### config.mk
export PLATFORM = sky130hd
export DESIGN_NAME = efr_merge
export DESIGN_NICKNAME = d
export VERILOG_FILES = /design/src/design/efr_pkg.sv /design/src/design/efr_merge.sv
export VERILOG_INCLUDE_DIRS = /design/src /design/src/design
export SDC_FILE = /design/constraint.sdc
export NUM_CORES = 1
export LEC_CHECK = 0
export BUFFER_PORTS_ARGS = -buffer_cell sky130_fd_sc_hd__buf_2
export CORE_UTILIZATION = 44
export CTS_BUF_LIST = sky130_fd_sc_hd__clkbuf_8 sky130_fd_sc_hd__clkbuf_16
export DETAILED_ROUTE_END_ITERATION = 7
export PLACE_DENSITY = 0.84
export SYNTH_ARGS = -nofsm -noshare
export SYNTH_HDL_FRONTEND = slang
export SYNTH_SLANG_ARGS = --single-unit
### constraint.sdc
create_clock -name aclk -period 1.9 [get_ports aclk]
set_clock_uncertainty 0.1 [all_clocks]
set_input_delay 0.475 -clock aclk [delete_from_list [all_inputs] [get_ports aclk]]
set_output_delay 0.475 -clock aclk [all_outputs]
set_load 0.05 [all_outputs]
### src/design/ecef_enu_frame_rotation_defines.svh
// Assertion macros shared by the frame rotation modules.
`ifndef ECEF_ENU_FRAME_ROTATION_DEFINES_SVH
`define ECEF_ENU_FRAME_ROTATION_DEFINES_SVH

// The consequent must hold in the same cycle as the antecedent.
`define EFR_ASSERT_SAME(lbl, clk, rstn, ante, cons, msg) \
    lbl: assert property (@(posedge clk) disable iff (!(rstn)) (ante) |-> (cons)) \
        else $error(msg);

// The consequent must hold in the cycle after the antecedent.
`define EFR_ASSERT_NEXT(lbl, clk, rstn, ante, cons, msg) \
    lbl: assert property (@(posedge clk) disable iff (!(rstn)) (ante) |=> (cons)) \
        else $error(msg);

`endif

### src/design/efr_pkg.sv
package efr_pkg;

    // Fixed widths of the configuration registers.
    localparam int REF_W     = 34;
    localparam int TRIG_W    = 32;
    localparam int CFG_IDX_W = 3;

    // Number of register stages from the input to the output register.
    localparam int STAGES = 6;

    // Reset value of the cosine registers: 1.0 in Q2.30.
    localparam logic signed [TRIG_W-1:0] TRIG_ONE = 32'sh4000_0000;

    // Configuration register indexes.
    typedef enum logic [CFG_IDX_W-1:0] {
        REG_REF_POS_X   = 3'd0,
        REG_REF_POS_Y   = 3'd1,
        REG_REF_POS_Z   = 3'd2,
        REG_SIN_REF_LAT = 3'd3,
        REG_COS_REF_LAT = 3'd4,
        REG_SIN_REF_LON = 3'd5,
        REG_COS_REF_LON = 3'd6
    } cfg_reg_t;

    // Load enables of the lane stages.
    typedef struct packed {
        logic en_mul;
        logic en_prod;
        logic en_sum;
        logic en_fin;
    } pipe_en_t;

endpackage

### src/design/efr_merge.sv
`include "ecef_enu_frame_rotation_defines.svh"

module efr_merge
    import efr_pkg::*;
#(
    parameter int COORD_BITS = 36,
    localparam int ODW = ((3 * COORD_BITS + 7) / 8) * 8
)(
    input  logic                         aclk,
    input  logic                         aresetn,
    input  logic                         load,
    input  logic                         out_valid,
    input  logic signed [COORD_BITS-1:0] res_in  [3],
    input  logic                         clip_in [3],
    output logic [ODW-1:0]               tdata,
    output logic [0:0]                   tuser
);

    localparam logic signed [COORD_BITS-1:0] RES_MAX = {1'b0, {(COORD_BITS-1){1'b1}}};
    localparam logic signed [COORD_BITS-1:0] RES_MIN = {1'b1, {(COORD_BITS-1){1'b0}}};

    logic [ODW-1:0] tdata_next, tdata_reg;
    logic           clip_next, clip_reg;
    logic           at_limit;

    // Pack the three components and fold the lane clip flags together.
    always_comb begin
        tdata_next = ODW'({res_in[2], res_in[1], res_in[0]});
        clip_next  = clip_in[0] || clip_in[1] || clip_in[2];
    end

    always_ff @(posedge aclk) begin
        if (load) begin
            tdata_reg <= tdata_next;
            clip_reg  <= clip_next;
        end
    end

    assign tdata = tdata_reg;
    assign tuser = clip_reg;

    // Some component sits on a range limit.
    always_comb begin
        at_limit = 1'b0;
        for (int k = 0; k < 3; k++) begin
            if ((tdata_reg[k*COORD_BITS +: COORD_BITS] == RES_MAX)
                || (tdata_reg[k*COORD_BITS +: COORD_BITS] == RES_MIN)) begin
                at_limit = 1'b1;
            end
        end
    end

    `EFR_ASSERT_SAME(a_clip_at_limit, aclk, aresetn, out_valid && clip_reg, at_limit, "clipped flag set but no component at a range limit")

endmodule

==> run metrics, run 1 <==
final hold violations=0; Worst Path Arrival=0.97 ns; Post-layout nets=466; Yosys warnings=0; vias after detailed routing=1976; cell with the most instances after synthesis=edfxtp_1; cts repair resizes=0; row count=31; die area=0.00788 sq mm; outcome=finished, final reports clean; DP HPWL=5570 um; Post-Synthesis Cells=115; Clk pin slew, worst setup/hold paths=0.11 ns; DR pass1 iterations=4; CTS Root Cell=clkbuf_8; Die Y=88.8 um; CTS tree=yes; Antenna Nets Post-Route=0; buffers plus inverters on the worst setup path=1; TritonCTS Sinks=109; residual DRC count=0; largest net degree at the start of global routing=28; die width=roughly 89 um; Critical Path, Cell by Cell=buf_2; Synth top cells by count=edfxtp_1 (109), buf_4 (4), conb_1 (1), or3_1 (1); CP required=between 1 and 1.5 ns; dominant cells by area after synthesis=edfxtp_1 (99%), buf_4 (0.91%), or3_1 (0.19%), conb_1 (0.11%); ANT cells=0; Final TNS setup=0 ns; startpoint types=register; effective utilization at floorplan=45.7%; Async SR Flop Fraction=0%; maximum vdd drop=0.568 mV; CTS max path bufs=2; fillers=517; H-tree levels=3; Core Box Area=slightly above 0.007 sq mm; global-route congestion overflow total=0; Post-Route WL=between 7000 and 8000 um; max reg flops=108; crit-path leading delay family=flip-flops; unrepaired setup endpoints after global routing=false; share of layout cells above drive strength 1=between 60 and 70%; Setup-failing EPs final=0; initial DRC count=62; number of global-route vias before repair=1883; Post-CTS Repair Setup Buffers=0; RD Place Congestion=~0.7; Post-CTS Hold Buffers=0; I/O pin count=approximately 230; number of port buffers=221; PD cells=about 1100 mW/mm^2; proportion of netlist area held by the largest area contributor=98.8%; setup ws final=0.351 ns; GRT Util Overall=around 17%; crit end category=primary output; final core utilization=approximately 66%; Final Cycle Share=81.5%; Worst Hold Class=input port to register; Yosys reg bits=roughly 110; Critical Path Slowest Stage Cell=edfxtp_1; initial antenna violation count=0; sequential share of the synthesized area=98.8%; Syn Area/Cell=a little under 30 sq um; slowest stage delay, CP=0.40 ns; Area Overhead vs Synth=44.4%; first-pass GRT wire length=approximately 9400 um; Max Freq=645 MHz; Synth area leader=edfxtp_1; crit path kind=register to primary output; CTS buffer count=9; min cycle time layout=1.55 ns; worst-path fanout max=1; fin. max-slew vios=0; Routed WL per cell=15.7 um; Unique masters post-synth=4; leakage=2.08 nW; number of enable flip-flop cells after synthesis=approximately 110; routed vias/inst=about 4.3; max cap viols=0; synthesized area=0.00331 sq mm; pre-CTS setup slack=0.434 ns; top_reg_cell synth=edfxtp_1
## stage by stage
step                      power [mW]  hold WS (ns)  instance area (sq um)  instances
after floorplan                 3.65         0.474                   3320        118
final                           5.19         0.186                   4780        455
after global routing            5.39         0.155                   4780        455
after CTS                       5.25         0.165                   4780        455
after global placement          3.97         0.552                   4600        439
after detailed placement        4.00         0.553                   4600        439
## metal layers
layer  track usage (%)  part of all wire, %
met1              16.9                   33
met2              32.0                   56
met3              8.21                  9.8
met4              5.28                  1.4
met5                 0                    0
## cell type report
type | instances | area [sq um] | area share, %
well taps | 99 | 124 | 2.59
repair buffers | 226 | 1180 | 24.7
multi-input cells | 5 | 21.3 | 0.445
flip-flops and latches | 109 | 3270 | 68.4
clock buffers | 9 | 124 | 2.59
clock inverters | 7 | 58.8 | 1.23
## report_power, final
part           switching [mW]  internal, mW
clock                   0.757         0.495
combinational           0.822         0.216
sequential             0.0436          2.85
## final timing paths
| path | from | to | slack (ns) | depth (start not counted) |
|---|---|---|---|---|
| setup / recovery | tdata[27] | tdata[27] | 0.35 | 1 |
| hold / removal | res_in[56] | tdata[56] | 0.19 | 1 |
## placed cells by master (no fill, tap or decap)
| cell | synthesis | routed |
|---|---|---|
| clkinvlp_4 | 0 | 2 |
| or3_1 | 1 | 1 |
| inv_8 | 0 | 2 |
| buf_2 | 0 | 220 |
| buf_4 | 4 | 3 |
| clkinv_1 | 0 | 1 |
| edfxtp_1 | 109 | 109 |
| buf_12 | 0 | 3 |
| clkinv_4 | 0 | 2 |
| clkbuf_8 | 0 | 9 |
| conb_1 | 1 | 4 |
## kinds of logic after synthesis
group,count (synthesis),share of synthesized area [%]
buffers and inverters,4,0.906
flip-flops,109,98.8
AND/OR/NAND/NOR,1,0.189
other,1,0.113
Note: power is estimated with default switching activity, not from simulation.
==> run 2: changes to the inputs <==
- ABC_AREA: not set -> 1
- CORE_UTILIZATION: 44 -> 37
- PLACE_DENSITY: 0.84 -> 0.76
- clock period: 1.9 -> 1.4 ns (I/O delays scaled with it)
==> run 2 against run 1 <==
Against the previous run:
- the run now ends with negative setup slack left
- routed wire length rose by 6.3%
- non-clock buffer count increased by 1
- first-iteration DRC count increased by 50%
- core utilization decreased by 2.9 points
- synthesized cell count grew 1.7%
- sequential share of layout area fell by 8.9 points
==> run metrics, run 2 <==
slowest stage delay, CP=0.42 ns (was 0.40 ns); failing checks=negative setup slack; outcome=finished with violations (was finished, final reports clean); Final TNS setup=-0.00693 ns (was 0 ns); DR pass1 iterations=4 (unchanged); Final Cycle Share=100%; number of enable flip-flop cells after synthesis=109 (unchanged); Setup-failing EPs final=2 (was 0); ANT cells=0 (unchanged); startpoint types=register (unchanged); Worst path depth=1 (unchanged); CTS tree=yes (unchanged); H-tree levels=3 (unchanged); Pwr Total=7.85 mW (was 5.19 mW); Post-CTS Repair Setup Buffers=0 (unchanged); Post-Synthesis Cells=117 (was 115); Critical Path Slowest Stage Cell=edfxtp_1 (unchanged); max cap viols=0 (unchanged); Reg area=0.00327 sq mm (unchanged); share of layout cells above drive strength 1=67.2% (was 67.7%); number of global-route vias before repair=2178 (was 1883); min cycle time layout=1.41 ns; Unique masters post-synth=6 (was 4); Synth top cells by count=edfxtp_1 (109), buf_4 (4) (was edfxtp_1 (109), buf_4 (4), conb_1 (1), or3_1 (1)); effective utilization at floorplan=38.0% (was 45.7%); setup ws final=-0.00633 ns (was 0.351 ns); commonest non-fill, non-tap cell in the layout=buf_2 (unchanged); crit-path leading delay family=flip-flops (unchanged); Async SR Flop Fraction=0% (unchanged); CTS buffer count=9 (unchanged); post-placement cell area=0.00461 sq mm (was 0.00460 sq mm); synthesized area=0.00332 sq mm (was 0.00331 sq mm); Routed WL per cell=16.3 um (was 15.7 um); initial DRC count=93 (was 62); Post-CTS Hold Buffers=0 (unchanged); buffers plus inverters on the worst setup path=1 (unchanged); maximum vdd drop=0.718 mV (was 0.568 mV); fillers=620 (was 517); Area Overhead vs Synth=65.8% (was 44.4%); global-route congestion overflow total=0 (unchanged); unrepaired setup endpoints after global routing=true (was false); Synth area leader=edfxtp_1 (unchanged); CP required=0.95 ns (was 1.32 ns); GRT Util Overall=15.8% (was 17.3%); routed vias/inst=4.42 (was 4.34); Worst Hold Class=input port to register (unchanged); crit path kind=register to primary output (unchanged); Syn Area/Cell=28.4 sq um (was 28.8 sq um); cell with the most instances after synthesis=edfxtp_1 (unchanged); Clk pin slew, worst setup/hold paths=0.10 ns (was 0.11 ns); CTS max path bufs=2 (unchanged); crit end category=primary output (unchanged); commonest non-fill, non-tap cells in the layout=buf_2 (111), edfxtp_1 (109), buf_6 (104) (was buf_2 (220), edfxtp_1 (109), clkbuf_8 (9)); fin. max-slew vios=0 (unchanged); final hold violations=0 (unchanged); Yosys warnings=0 (unchanged); I/O pin count=228 (unchanged); Worst Path Arrival=0.96 ns (was 0.97 ns); Yosys reg bits=109 (unchanged); Critical Path, Cell by Cell=buf_6 (was buf_2); sequential share of the synthesized area=98.6% (was 98.8%); DP HPWL=5440 um (was 5570 um); residual DRC count=0 (unchanged); vias after detailed routing=2055 (was 1976); Antenna Nets Post-Route=0 (unchanged); proportion of netlist area held by the largest area contributor=98.6% (was 98.8%); number of port buffers=221 (unchanged); WHS Path Cells=1 (unchanged); largest net degree at the start of global routing=37 (was 28); Die Y=96.7 um (was 88.8 um); initial antenna violation count=0 (unchanged); die area=0.00935 sq mm (was 0.00788 sq mm); dominant cells by area after synthesis=edfxtp_1 (99%), buf_4 (0.90%), conb_1 (0.11%), inv_1 (0.11%), nand2_1 (0.11%) (was edfxtp_1 (99%), buf_4 (0.91%), or3_1 (0.19%), conb_1 (0.11%)); die width=96.7 um (was 88.8 um); Post-Route WL=7580 um (was 7130 um); Core Box Area=0.00872 sq mm (was 0.00725 sq mm); first-pass GRT wire length=10900 um (was 9380 um); Post-Layout Inst Area=0.00550 sq mm (was 0.00478 sq mm); TritonCTS Sinks=109 (unchanged); max reg flops=108 (unchanged); worst-path fanout max=1 (unchanged); RD Place Congestion=0.674 (was 0.704); Post-layout nets=469 (was 466); PD cells=1430 mW/mm^2 (was 1080 mW/mm^2); top_reg_cell synth=edfxtp_1 (unchanged); CTS Root Cell=clkbuf_8 (unchanged); area of the multi-input gates=22.5 sq um (was 21.3 sq um); Max Freq=711 MHz; leakage=2.34 nW (was 2.08 nW); row count=34 (was 31)
run 2: per-stage QoR:
step           utilization, %  cells  hold slack [ns]  setup WS (ns)
2_1_floorplan               -    120            0.349          0.349
3_3_place_gp             52.9    451            0.426          0.171
3_5_place_dp             52.9    451            0.428          0.158
4_1_cts                  59.8    465           0.0468        -0.0223
5_1_grt                  63.1    465           0.0347        -0.0476
6_report                 63.1    465           0.0568       -0.00633
run 2: cells by family (layout without fill, tap and decap cells):
family	Yosys count	in the layout	synth area share [%]
buffers and inverters	5	242	1.02
DFF	109	109	98.6
other	1	4	0.113
and+or+nand+nor	2	2	0.226
run 2: power by group:
| group | internal (mW) | total (mW) | switching, mW |
|---|---|---|---|
| registers | 3.88 | 4.00 | 0.121 |
| clock network | 1.17 | 2.15 | 0.986 |
| logic | 0.579 | 1.70 | 1.12 |
| total | 5.63 | 7.85 | 2.23 |
run 2: path summary, 6_finish.rpt:
path,start,to,slack [ns]
worst min-delay path,res_in[64],tdata[64],0.06
worst max-delay path,tdata[29],tdata[29],-0.006
run 2: routing by layer:
layer,up-vias,global-route usage (%),part of all wire (%)
met1,976,17.0,35
met4,0,6.66,2.2
met5,-,0,0
li1,929,-,-
met3,17,5.27,7.3
met2,133,28.2,55
run 2: layout make-up:
type                            instances  area share, %
Sequential cell                       109           59.5
Clock inverter                          5           1.86
Clock buffer                            9           2.25
Timing Repair Buffer                  227           33.5
Inverter                                1         0.0682
Multi-Input combinational cell          6          0.409
Tap cell                              108           2.46
run 2: timing repair:
action / CTS / global route
setup endpoints to repair: 85 / 108
pin swaps: 0 / 0
resized for setup: 129 / 108
